**src/rtl/apd_pkg.sv**
```systemverilog
package apd_pkg;

	localparam int unsigned SAMPLE_W    = 16;
	localparam int unsigned DELTA_W     = 8;
	localparam int unsigned TIME_W      = 32;
	localparam int unsigned QUEUE_DEPTH = 2;

	localparam logic [SAMPLE_W-1:0] MID_LEVEL_RESET = 16'd512;

	// history count saturates once two samples are held
	localparam logic [1:0] HIST_FULL = 2'd2;

	typedef enum logic [1:0] {
		KIND_NEW_HIGH = 2'd0,
		KIND_NEW_LOW  = 2'd1,
		KIND_REV_HIGH = 2'd2,
		KIND_REV_LOW  = 2'd3
	} kind_t;

	typedef struct packed {
		kind_t               kind;
		logic [TIME_W-1:0]   peak_time;
		logic [SAMPLE_W-1:0] peak_value;
	} event_t;

	// classifier state seen from outside the front end
	typedef struct packed {
		logic seeking_low;
		logic high_seen;
		logic low_seen;
	} front_status_t;

	// request handed from front end to queue
	typedef struct packed {
		logic   push;
		event_t evt;
	} push_req_t;

	// queue head handed to back end
	typedef struct packed {
		logic   valid;
		logic   full;
		event_t evt;
	} queue_head_t;

endpackage

```
**src/rtl/alternating_peak_detector.sv**
```systemverilog
// Alternating peak/valley detector. Each input request carries a time delta
// and a 16-bit sample; the block judges the previous sample against its two
// neighbors and emits at most one event (new high, new low, revised high,
// revised low) with the running time and the peak value. One sample is
// accepted every clock cycle while the event queue has room: the classifier
// does its compares combinationally and updates its peak state at the edge
// that accepts the sample. An event is written into the event queue at the
// edge that accepts its sample and moves on into the output register once
// the output side is free. in_ready drops only while the event queue is
// full, which happens only when the output side stalls. mid_level (reset
// 512) is written through the cfg channel, which is always ready; write it
// only while no sample is in flight. QUEUE_DEPTH must be 2 or more.
module alternating_peak_detector #(
	parameter int unsigned QUEUE_DEPTH = apd_pkg::QUEUE_DEPTH
) (
	input  logic                          clk,
	input  logic                          arst_n,
	// configuration write channel
	input  logic                          cfg_valid,
	output logic                          cfg_ready,
	input  logic [apd_pkg::SAMPLE_W-1:0]  cfg_data,
	// sample channel
	input  logic                          in_valid,
	output logic                          in_ready,
	input  logic [apd_pkg::DELTA_W-1:0]   time_delta,
	input  logic [apd_pkg::SAMPLE_W-1:0]  sample_value,
	// event channel
	output logic                          out_valid,
	input  logic                          out_ready,
	output logic [1:0]                    event_kind,
	output logic [apd_pkg::TIME_W-1:0]    peak_time,
	output logic [apd_pkg::SAMPLE_W-1:0]  peak_value
);

	apd_pkg::push_req_t     push_req;
	apd_pkg::queue_head_t   head;
	apd_pkg::front_status_t status;
	logic                   accept;
	logic                   pop;

	// register write never stalls
	assign cfg_ready = 1'b1;

	// front end only waits on queue space, never on the output side directly
	assign in_ready = !head.full;
	assign accept   = in_valid && in_ready;

	// front end: holds sample history and peak state, classifies each request
	apd_front u_front (
		.clk          (clk),
		.arst_n       (arst_n),
		.cfg_valid    (cfg_valid),
		.cfg_data     (cfg_data),
		.accept       (accept),
		.time_delta   (time_delta),
		.sample_value (sample_value),
		.push_req     (push_req),
		.status       (status)
	);

	// short event queue so front and back stall independently
	apd_queue #(
		.DEPTH (QUEUE_DEPTH)
	) u_queue (
		.clk      (clk),
		.arst_n   (arst_n),
		.push_req (push_req),
		.pop      (pop),
		.head     (head)
	);

	// back end: output register toward the consumer
	apd_back u_back (
		.clk        (clk),
		.arst_n     (arst_n),
		.head       (head),
		.pop        (pop),
		.out_ready  (out_ready),
		.out_valid  (out_valid),
		.event_kind (event_kind),
		.peak_time  (peak_time),
		.peak_value (peak_value)
	);

	// a new high always switches the search to lows
	a_new_high_flips : assert property (@(posedge clk) disable iff (!arst_n)
		push_req.push && (push_req.evt.kind == apd_pkg::KIND_NEW_HIGH)
		|=> status.seeking_low)
		else $error("new high did not switch to seeking low");

	// a new low always switches the search to highs
	a_new_low_flips : assert property (@(posedge clk) disable iff (!arst_n)
		push_req.push && (push_req.evt.kind == apd_pkg::KIND_NEW_LOW)
		|=> !status.seeking_low)
		else $error("new low did not switch to seeking high");

	// a revision needs an earlier peak of the same kind
	a_rev_needs_peak : assert property (@(posedge clk) disable iff (!arst_n)
		push_req.push && ((push_req.evt.kind == apd_pkg::KIND_REV_HIGH && !status.high_seen)
		|| (push_req.evt.kind == apd_pkg::KIND_REV_LOW && !status.low_seen)) |-> 1'b0)
		else $error("revision issued with no earlier peak");

	// no event is dropped at the queue
	a_no_push_full : assert property (@(posedge clk) disable iff (!arst_n)
		push_req.push |-> !head.full)
		else $error("event pushed into a full queue");

	// output only turns valid after an event sat in the queue
	a_out_from_queue : assert property (@(posedge clk) disable iff (!arst_n)
		$rose(out_valid) |-> $past(head.valid))
		else $error("output valid without a queued event");

endmodule

```
**src/rtl/apd_front.sv**
```systemverilog
module apd_front (
	input  logic                                clk,
	input  logic                                arst_n,
	input  logic                                cfg_valid,
	input  logic [apd_pkg::SAMPLE_W-1:0]        cfg_data,
	input  logic                                accept,
	input  logic [apd_pkg::DELTA_W-1:0]         time_delta,
	input  logic [apd_pkg::SAMPLE_W-1:0]        sample_value,
	output apd_pkg::push_req_t                  push_req,
	output apd_pkg::front_status_t              status
);

	logic [apd_pkg::SAMPLE_W-1:0] mid_level_q;
	logic [apd_pkg::SAMPLE_W-1:0] prev_q;
	logic [apd_pkg::SAMPLE_W-1:0] prev_prev_q;
	logic [1:0]                   hist_q;
	logic [apd_pkg::TIME_W-1:0]   run_time_q;
	logic                         seeking_low_q;
	logic [apd_pkg::SAMPLE_W-1:0] last_high_q;
	logic [apd_pkg::SAMPLE_W-1:0] last_low_q;
	logic                         high_seen_q;
	logic                         low_seen_q;

	logic          full;
	logic          new_high;
	logic          new_low;
	logic          rev_high;
	logic          rev_low;
	logic          hit;
	apd_pkg::kind_t kind;

	assign full = (hist_q == apd_pkg::HIST_FULL);

	assign new_high = full && !seeking_low_q && (prev_q > mid_level_q)
		&& (prev_q > prev_prev_q) && (prev_q >= sample_value);
	assign new_low  = full && seeking_low_q && (prev_q < mid_level_q)
		&& (prev_q <= prev_prev_q) && (prev_q < sample_value);
	assign rev_high = seeking_low_q && high_seen_q && (prev_q > last_high_q);
	assign rev_low  = !seeking_low_q && low_seen_q && (prev_q < last_low_q);
	assign hit      = new_high || new_low || rev_high || rev_low;

	// priority follows the check order
	always_comb begin
		if (new_high) begin
			kind = apd_pkg::KIND_NEW_HIGH;
		end else if (new_low) begin
			kind = apd_pkg::KIND_NEW_LOW;
		end else if (rev_high) begin
			kind = apd_pkg::KIND_REV_HIGH;
		end else begin
			kind = apd_pkg::KIND_REV_LOW;
		end
	end

	assign push_req.push           = accept && hit;
	assign push_req.evt.kind       = kind;
	assign push_req.evt.peak_time  = run_time_q;
	assign push_req.evt.peak_value = prev_q;

	assign status.seeking_low = seeking_low_q;
	assign status.high_seen   = high_seen_q;
	assign status.low_seen    = low_seen_q;

	always_ff @(posedge clk or negedge arst_n) begin
		if (!arst_n) begin
			mid_level_q <= apd_pkg::MID_LEVEL_RESET;
		end else if (cfg_valid) begin
			mid_level_q <= cfg_data;
		end
	end

	always_ff @(posedge clk or negedge arst_n) begin
		if (!arst_n) begin
			prev_q        <= '0;
			prev_prev_q   <= '0;
			hist_q        <= '0;
			run_time_q    <= '0;
			seeking_low_q <= 1'b1;
			last_high_q   <= '0;
			last_low_q    <= '0;
			high_seen_q   <= 1'b0;
			low_seen_q    <= 1'b0;
		end else if (accept) begin
			if (new_high) begin
				last_high_q   <= prev_q;
				high_seen_q   <= 1'b1;
				seeking_low_q <= 1'b1;
			end else if (new_low) begin
				last_low_q    <= prev_q;
				low_seen_q    <= 1'b1;
				seeking_low_q <= 1'b0;
			end else if (rev_high) begin
				last_high_q <= prev_q;
			end else if (rev_low) begin
				last_low_q <= prev_q;
			end
			run_time_q  <= run_time_q + apd_pkg::TIME_W'(time_delta);
			prev_prev_q <= prev_q;
			prev_q      <= sample_value;
			if (!full) begin
				hist_q <= hist_q + 2'd1;
			end
		end
	end

endmodule

```
**src/rtl/apd_queue.sv**
```systemverilog
module apd_queue #(
	parameter int unsigned DEPTH = apd_pkg::QUEUE_DEPTH
) (
	input  logic                 clk,
	input  logic                 arst_n,
	input  apd_pkg::push_req_t   push_req,
	input  logic                 pop,
	output apd_pkg::queue_head_t head
);

	localparam int unsigned PTR_W = $clog2(DEPTH);
	localparam int unsigned CNT_W = $clog2(DEPTH + 1);

	apd_pkg::event_t    mem_q [DEPTH];
	logic [PTR_W-1:0]   wr_ptr_q;
	logic [PTR_W-1:0]   rd_ptr_q;
	logic [CNT_W-1:0]   count_q;
	logic               do_push;
	logic               do_pop;

	function automatic logic [PTR_W-1:0] ptr_next(input logic [PTR_W-1:0] ptr);
		logic [PTR_W-1:0] nxt;
		if (ptr == PTR_W'(DEPTH - 1)) begin
			nxt = '0;
		end else begin
			nxt = ptr + PTR_W'(1);
		end
		return nxt;
	endfunction

	assign head.valid = (count_q != '0);
	assign head.full  = (count_q == CNT_W'(DEPTH));
	assign head.evt   = mem_q[rd_ptr_q];

	assign do_push = push_req.push && !head.full;
	assign do_pop  = pop && head.valid;

	always_ff @(posedge clk) begin
		if (do_push) begin
			mem_q[wr_ptr_q] <= push_req.evt;
		end
	end

	always_ff @(posedge clk or negedge arst_n) begin
		if (!arst_n) begin
			wr_ptr_q <= '0;
			rd_ptr_q <= '0;
			count_q  <= '0;
		end else begin
			if (do_push) begin
				wr_ptr_q <= ptr_next(wr_ptr_q);
			end
			if (do_pop) begin
				rd_ptr_q <= ptr_next(rd_ptr_q);
			end
			if (do_push && !do_pop) begin
				count_q <= count_q + CNT_W'(1);
			end else if (do_pop && !do_push) begin
				count_q <= count_q - CNT_W'(1);
			end
		end
	end

endmodule

```
**src/rtl/apd_back.sv**
```systemverilog
module apd_back (
	input  logic                          clk,
	input  logic                          arst_n,
	input  apd_pkg::queue_head_t          head,
	output logic                          pop,
	input  logic                          out_ready,
	output logic                          out_valid,
	output logic [1:0]                    event_kind,
	output logic [apd_pkg::TIME_W-1:0]    peak_time,
	output logic [apd_pkg::SAMPLE_W-1:0]  peak_value
);

	logic            out_valid_q;
	apd_pkg::event_t evt_q;

	// refill the output register when it is empty or being taken
	assign pop = head.valid && (!out_valid_q || out_ready);

	always_ff @(posedge clk or negedge arst_n) begin
		if (!arst_n) begin
			out_valid_q <= 1'b0;
		end else if (pop) begin
			out_valid_q <= 1'b1;
		end else if (out_ready) begin
			out_valid_q <= 1'b0;
		end
	end

	always_ff @(posedge clk) begin
		if (pop) begin
			evt_q <= head.evt;
		end
	end

	assign out_valid  = out_valid_q;
	assign event_kind = evt_q.kind;
	assign peak_time  = evt_q.peak_time;
	assign peak_value = evt_q.peak_value;

endmodule
```
**config.mk**
```make
export PLATFORM = sky130hd
export DESIGN_NAME = alternating_peak_detector
export DESIGN_NICKNAME = d
export VERILOG_FILES = /design/src/rtl/apd_pkg.sv /design/src/rtl/alternating_peak_detector.sv /design/src/rtl/apd_front.sv /design/src/rtl/apd_queue.sv /design/src/rtl/apd_back.sv
export SDC_FILE = /design/constraint.sdc
export NUM_CORES = 1
export LEC_CHECK = 0
export BUFFER_PORTS_ARGS = -buffer_cell sky130_fd_sc_hd__buf_2
export CAP_MARGIN = 5
export CORE_MARGIN = 2
export CORE_UTILIZATION = 60
export CTS_CLUSTER_DIAMETER = 100
export CTS_CLUSTER_SIZE = 28
export DETAILED_ROUTE_END_ITERATION = 8
export GPL_ROUTABILITY_DRIVEN = 0
export PLACE_DENSITY = 0.82
export SYNTH_ARGS = -nofsm -noshare
export SYNTH_HDL_FRONTEND = slang
export SYNTH_SLANG_ARGS = --single-unit
```
**constraint.sdc**
```tcl
create_clock -name clk -period 6.7 [get_ports clk]
set_input_delay 1.34 -clock clk [delete_from_list [all_inputs] [get_ports clk]]
set_output_delay 1.34 -clock clk [all_outputs]
set_load 0.01 [all_outputs]
```
==> impl_metrics.yaml <==
timing:
  rsz0062_at_grt: "false"
  skew_ns: 0.0145
  worst_slew_pin_slew_ns: 1.13
  fmax_ghz: 0.228
  fin_hold_ws_ns: 0.468
  slew_headroom_pct: 24.6
  setup_viol_count_final: 0
  maxSlewViolCount: 0
  finalCritPeriodShare_pct: 65.5
  hold_viol_final: 0
  fin_tns_setup_ns: 0
  period_minus_slack_ns: 4.39
logic_synthesis:
  yosys_warnings: 0
  synth_seq_cells: 272
  ys_async_sr_fraction_pct: 44.9
  synth_area_um2: 12300
  syn_nets: 1059
  syn_inst: 924
  yosys_most_used_dff: "edfxtp_1"
  seq_area_frac_synth_pct: 61.6
  syn_avg_cell_area_um2: 13.3
  synth_cell_types: 55
  synth_edf_count: 150
layout:
  multi_input_area_um2: 4280
  drive_gt1_share_pct: 21.1
  area_growth_pct: 9.15
  regArea_um2: 7560
  final_cells: 1290
  diodes: 0
  final_nets: 1149
  nFillCells: 1487
run_status:
  status: "finished, final reports clean"
die:
  rows: 52
  core_area_um2: 20200
  start_util_pct: 60.9
  fp.dieW_um: 147
  die_area_um2: 21600
  io_pins: 98
  die_h_um: 147
run:
  drv_cap: 0
worst_setup_path:
  path_cells: "buf_2 > inv_1 > ha_1 > a21oi_1 > o21ai_0 > a221o_1 > or4_1 > a41oi_2 > nor2b_4 > buf_4"
  required_ns: 6.85
  start_kind: "primary input"
  slowest_stage: "nor2b_4"
  crit_type: "in2reg"
  cp-end-kind: "register"
  arrival_ns: 4.54
  critPathMaxStageDelay_ns: 0.72
  worstPathMaxFanout: 27
clock_network:
  htreeDepth: 1
  cts_tree: "done"
  path_clk_slew_ns: 0.10
  holdBufCountCts: 0
  root_buffer: "clkbuf_16"
  numCtsBuffers: 13
  cts.path.max_buffers: 3
  post_cts_resized: 0
  postCtsSetupBuffers: 0
  clock_latency_ns: 0.49
  cts_sinks: 272
global_route:
  grt.total_usage_pct: 21.7
  antenna_found_initial: 0
  grt_overflow: 0
  first_global_vias: 7558
  grt_pass1_wl_mm: 37.5
  grt_max_degree: 79
place:
  dpl.hpwl_mm: 15.4
  io_buffers: 96
  dp.cells: 1269
routing:
  drt_first_pass_iters: 6
  top_layer: "met4"
  m1WireLength_mm: 9.73
  drcViolationCount: 0
  drt_wl_total_mm: 22.7
  dr_wl_met2_mm: 11.4
  dr_wl_met3_um: 984
  vias_per_cell: 5.66
  wire_per_inst_um: 17.6
  drtAntennaViolNets: 0
  vias: 7296
  drt-initial-drc-count: 555
power:
  ir_drop_mv: 0.269
  power.leakage_nw: 5.62
  p_per_area_nw_per_um2: 401
hold_path:
  hp-class: "reg2reg"
## per-layer routing
metal	vias to the layer above	GRT usage (%)
met1	3592	28.4
met3	46	3.14
met5	-	0
met4	0	7.02
met2	184	37.8
li1	3474	-
## power breakdown
part	internal, mW	switching, mW
Sequential	2.28	0.367
Clock	0.372	0.488
Combinational	0.849	1.02
## critical path: cells and delay by family
| family | cells | cell delay, ns |
|---|---|---|
| buffers and inverters | 3 | 0.60 |
| and+or+nand+nor | 2 | 1.32 |
| adders and majority gates | 1 | 0.31 |
| AOI/OAI and AO/OA | 4 | 0.96 |
## flip-flops by register name (all words and copies together), names as in the netlist, 16 cells and up
name and cells:
u_back.peak_time 32, u_back.peak_value 16, u_front.last_high_q 16, u_front.last_low_q 16
u_front.mid_level_q 16, u_front.prev_prev_q 16, u_front.prev_q 16, u_front.run_time_q 32
u_queue.mem_q 100
## per-stage QoR
stage | worst slack [ns] | utilization, % | instance area (um^2) | total power [mW]
after global placement | 1.89 | 64.6 | 13000 | 4.43
final | 2.31 | 66.4 | 13400 | 5.37
after global routing | 2.08 | 66.4 | 13400 | 5.77
after detailed placement | 1.79 | 64.6 | 13000 | 4.55
after floorplan | 0.915 | - | 12300 | 3.93
after CTS | 2.29 | 66.4 | 13400 | 5.42
## synthesized netlist by cell type, types with 6 or more instances
library cell | n | area share [%]
inv_1 | 88 | 2.7
dfrtp_1 | 120 | 24
mux2_2 | 63 | 5.8
a21oi_1 | 34 | 1.4
edfxtp_1 | 150 | 37
nor2_1 | 18 | 0.55
xnor2_1 | 31 | 2.2
nand2_1 | 83 | 2.5
o2111ai_1 | 6 | 0.43
and2_1 | 6 | 0.31
ha_1 | 89 | 9.1
nand4_1 | 17 | 0.87
clkbuf_1 | 19 | 0.58
nand3_1 | 13 | 0.53
a21o_1 | 10 | 0.61
o211ai_1 | 6 | 0.37
mux2_4 | 20 | 2.4
o21ai_0 | 76 | 3.1
## path summary, 6_finish.rpt
check	slack [ns]	startpoint	depth (start not counted)	endpoint
worst max-delay path	2.31	sample_value[11]	10	u_queue.mem_q[0][28]$_DFFE_PP_
worst min-delay path	0.47	u_front.low_seen_q$_DFFE_PN0P_	1	u_front.low_seen_q$_DFFE_PN0P_
worst max register to register	2.34	u_front.prev_q[7]$_DFFE_PN0P_	9	u_queue.mem_q[0][28]$_DFFE_PP_
worst min register to register	0.47	u_front.low_seen_q$_DFFE_PN0P_	1	u_front.low_seen_q$_DFFE_PN0P_
max in group asynchronous	4.54	arst_n	2	u_front.prev_prev_q[10]$_DFFE_PN0P_
min in group asynchronous	1.02	arst_n	1	u_queue.count_q[1]$_DFFE_PN0P_
## cells in the final DEF (no fill, tap or decap), types with 5 or more instances in the layout
master and n:
mux2_2 63, nand4_1 17, buf_4 7, nand3_1 13, clkbuf_1 6, nor2_1 18
buf_2 95, nand2b_1 5, dfrtp_1 119, nor3_1 5, inv_1 87, o211ai_1 6
ha_1 89, edfxtp_1 150, nand2_1 82, o21ai_0 76, and3_1 5, xnor2_1 31
o2111ai_1 6, and2_1 5, a21oi_1 34, a21o_1 10, clkbuf_16 13, mux2_4 20
## cells by family after synthesis
group | Yosys count | share of synthesized area, %
flops | 272 | 61.6
simple gates | 170 | 6.84
compound gates | 158 | 7.92
buf+inv | 115 | 3.67
fa+ha+maj | 90 | 9.23
mux | 83 | 8.23
xor+xnor | 35 | 2.50
other cells | 1 | 0.0305
## cell type report
type / count / area share (%)
sequential: 272 / 56.4
tap: 270 / 2.52
clock buffer: 19 / 2.60
timing repair buffer: 102 / 3.94
inverter: 88 / 2.47
multi-input combinational: 537 / 31.9
clock inverter: 2 / 0.131
No activity file was read; power rests on OpenSTA's default activity.
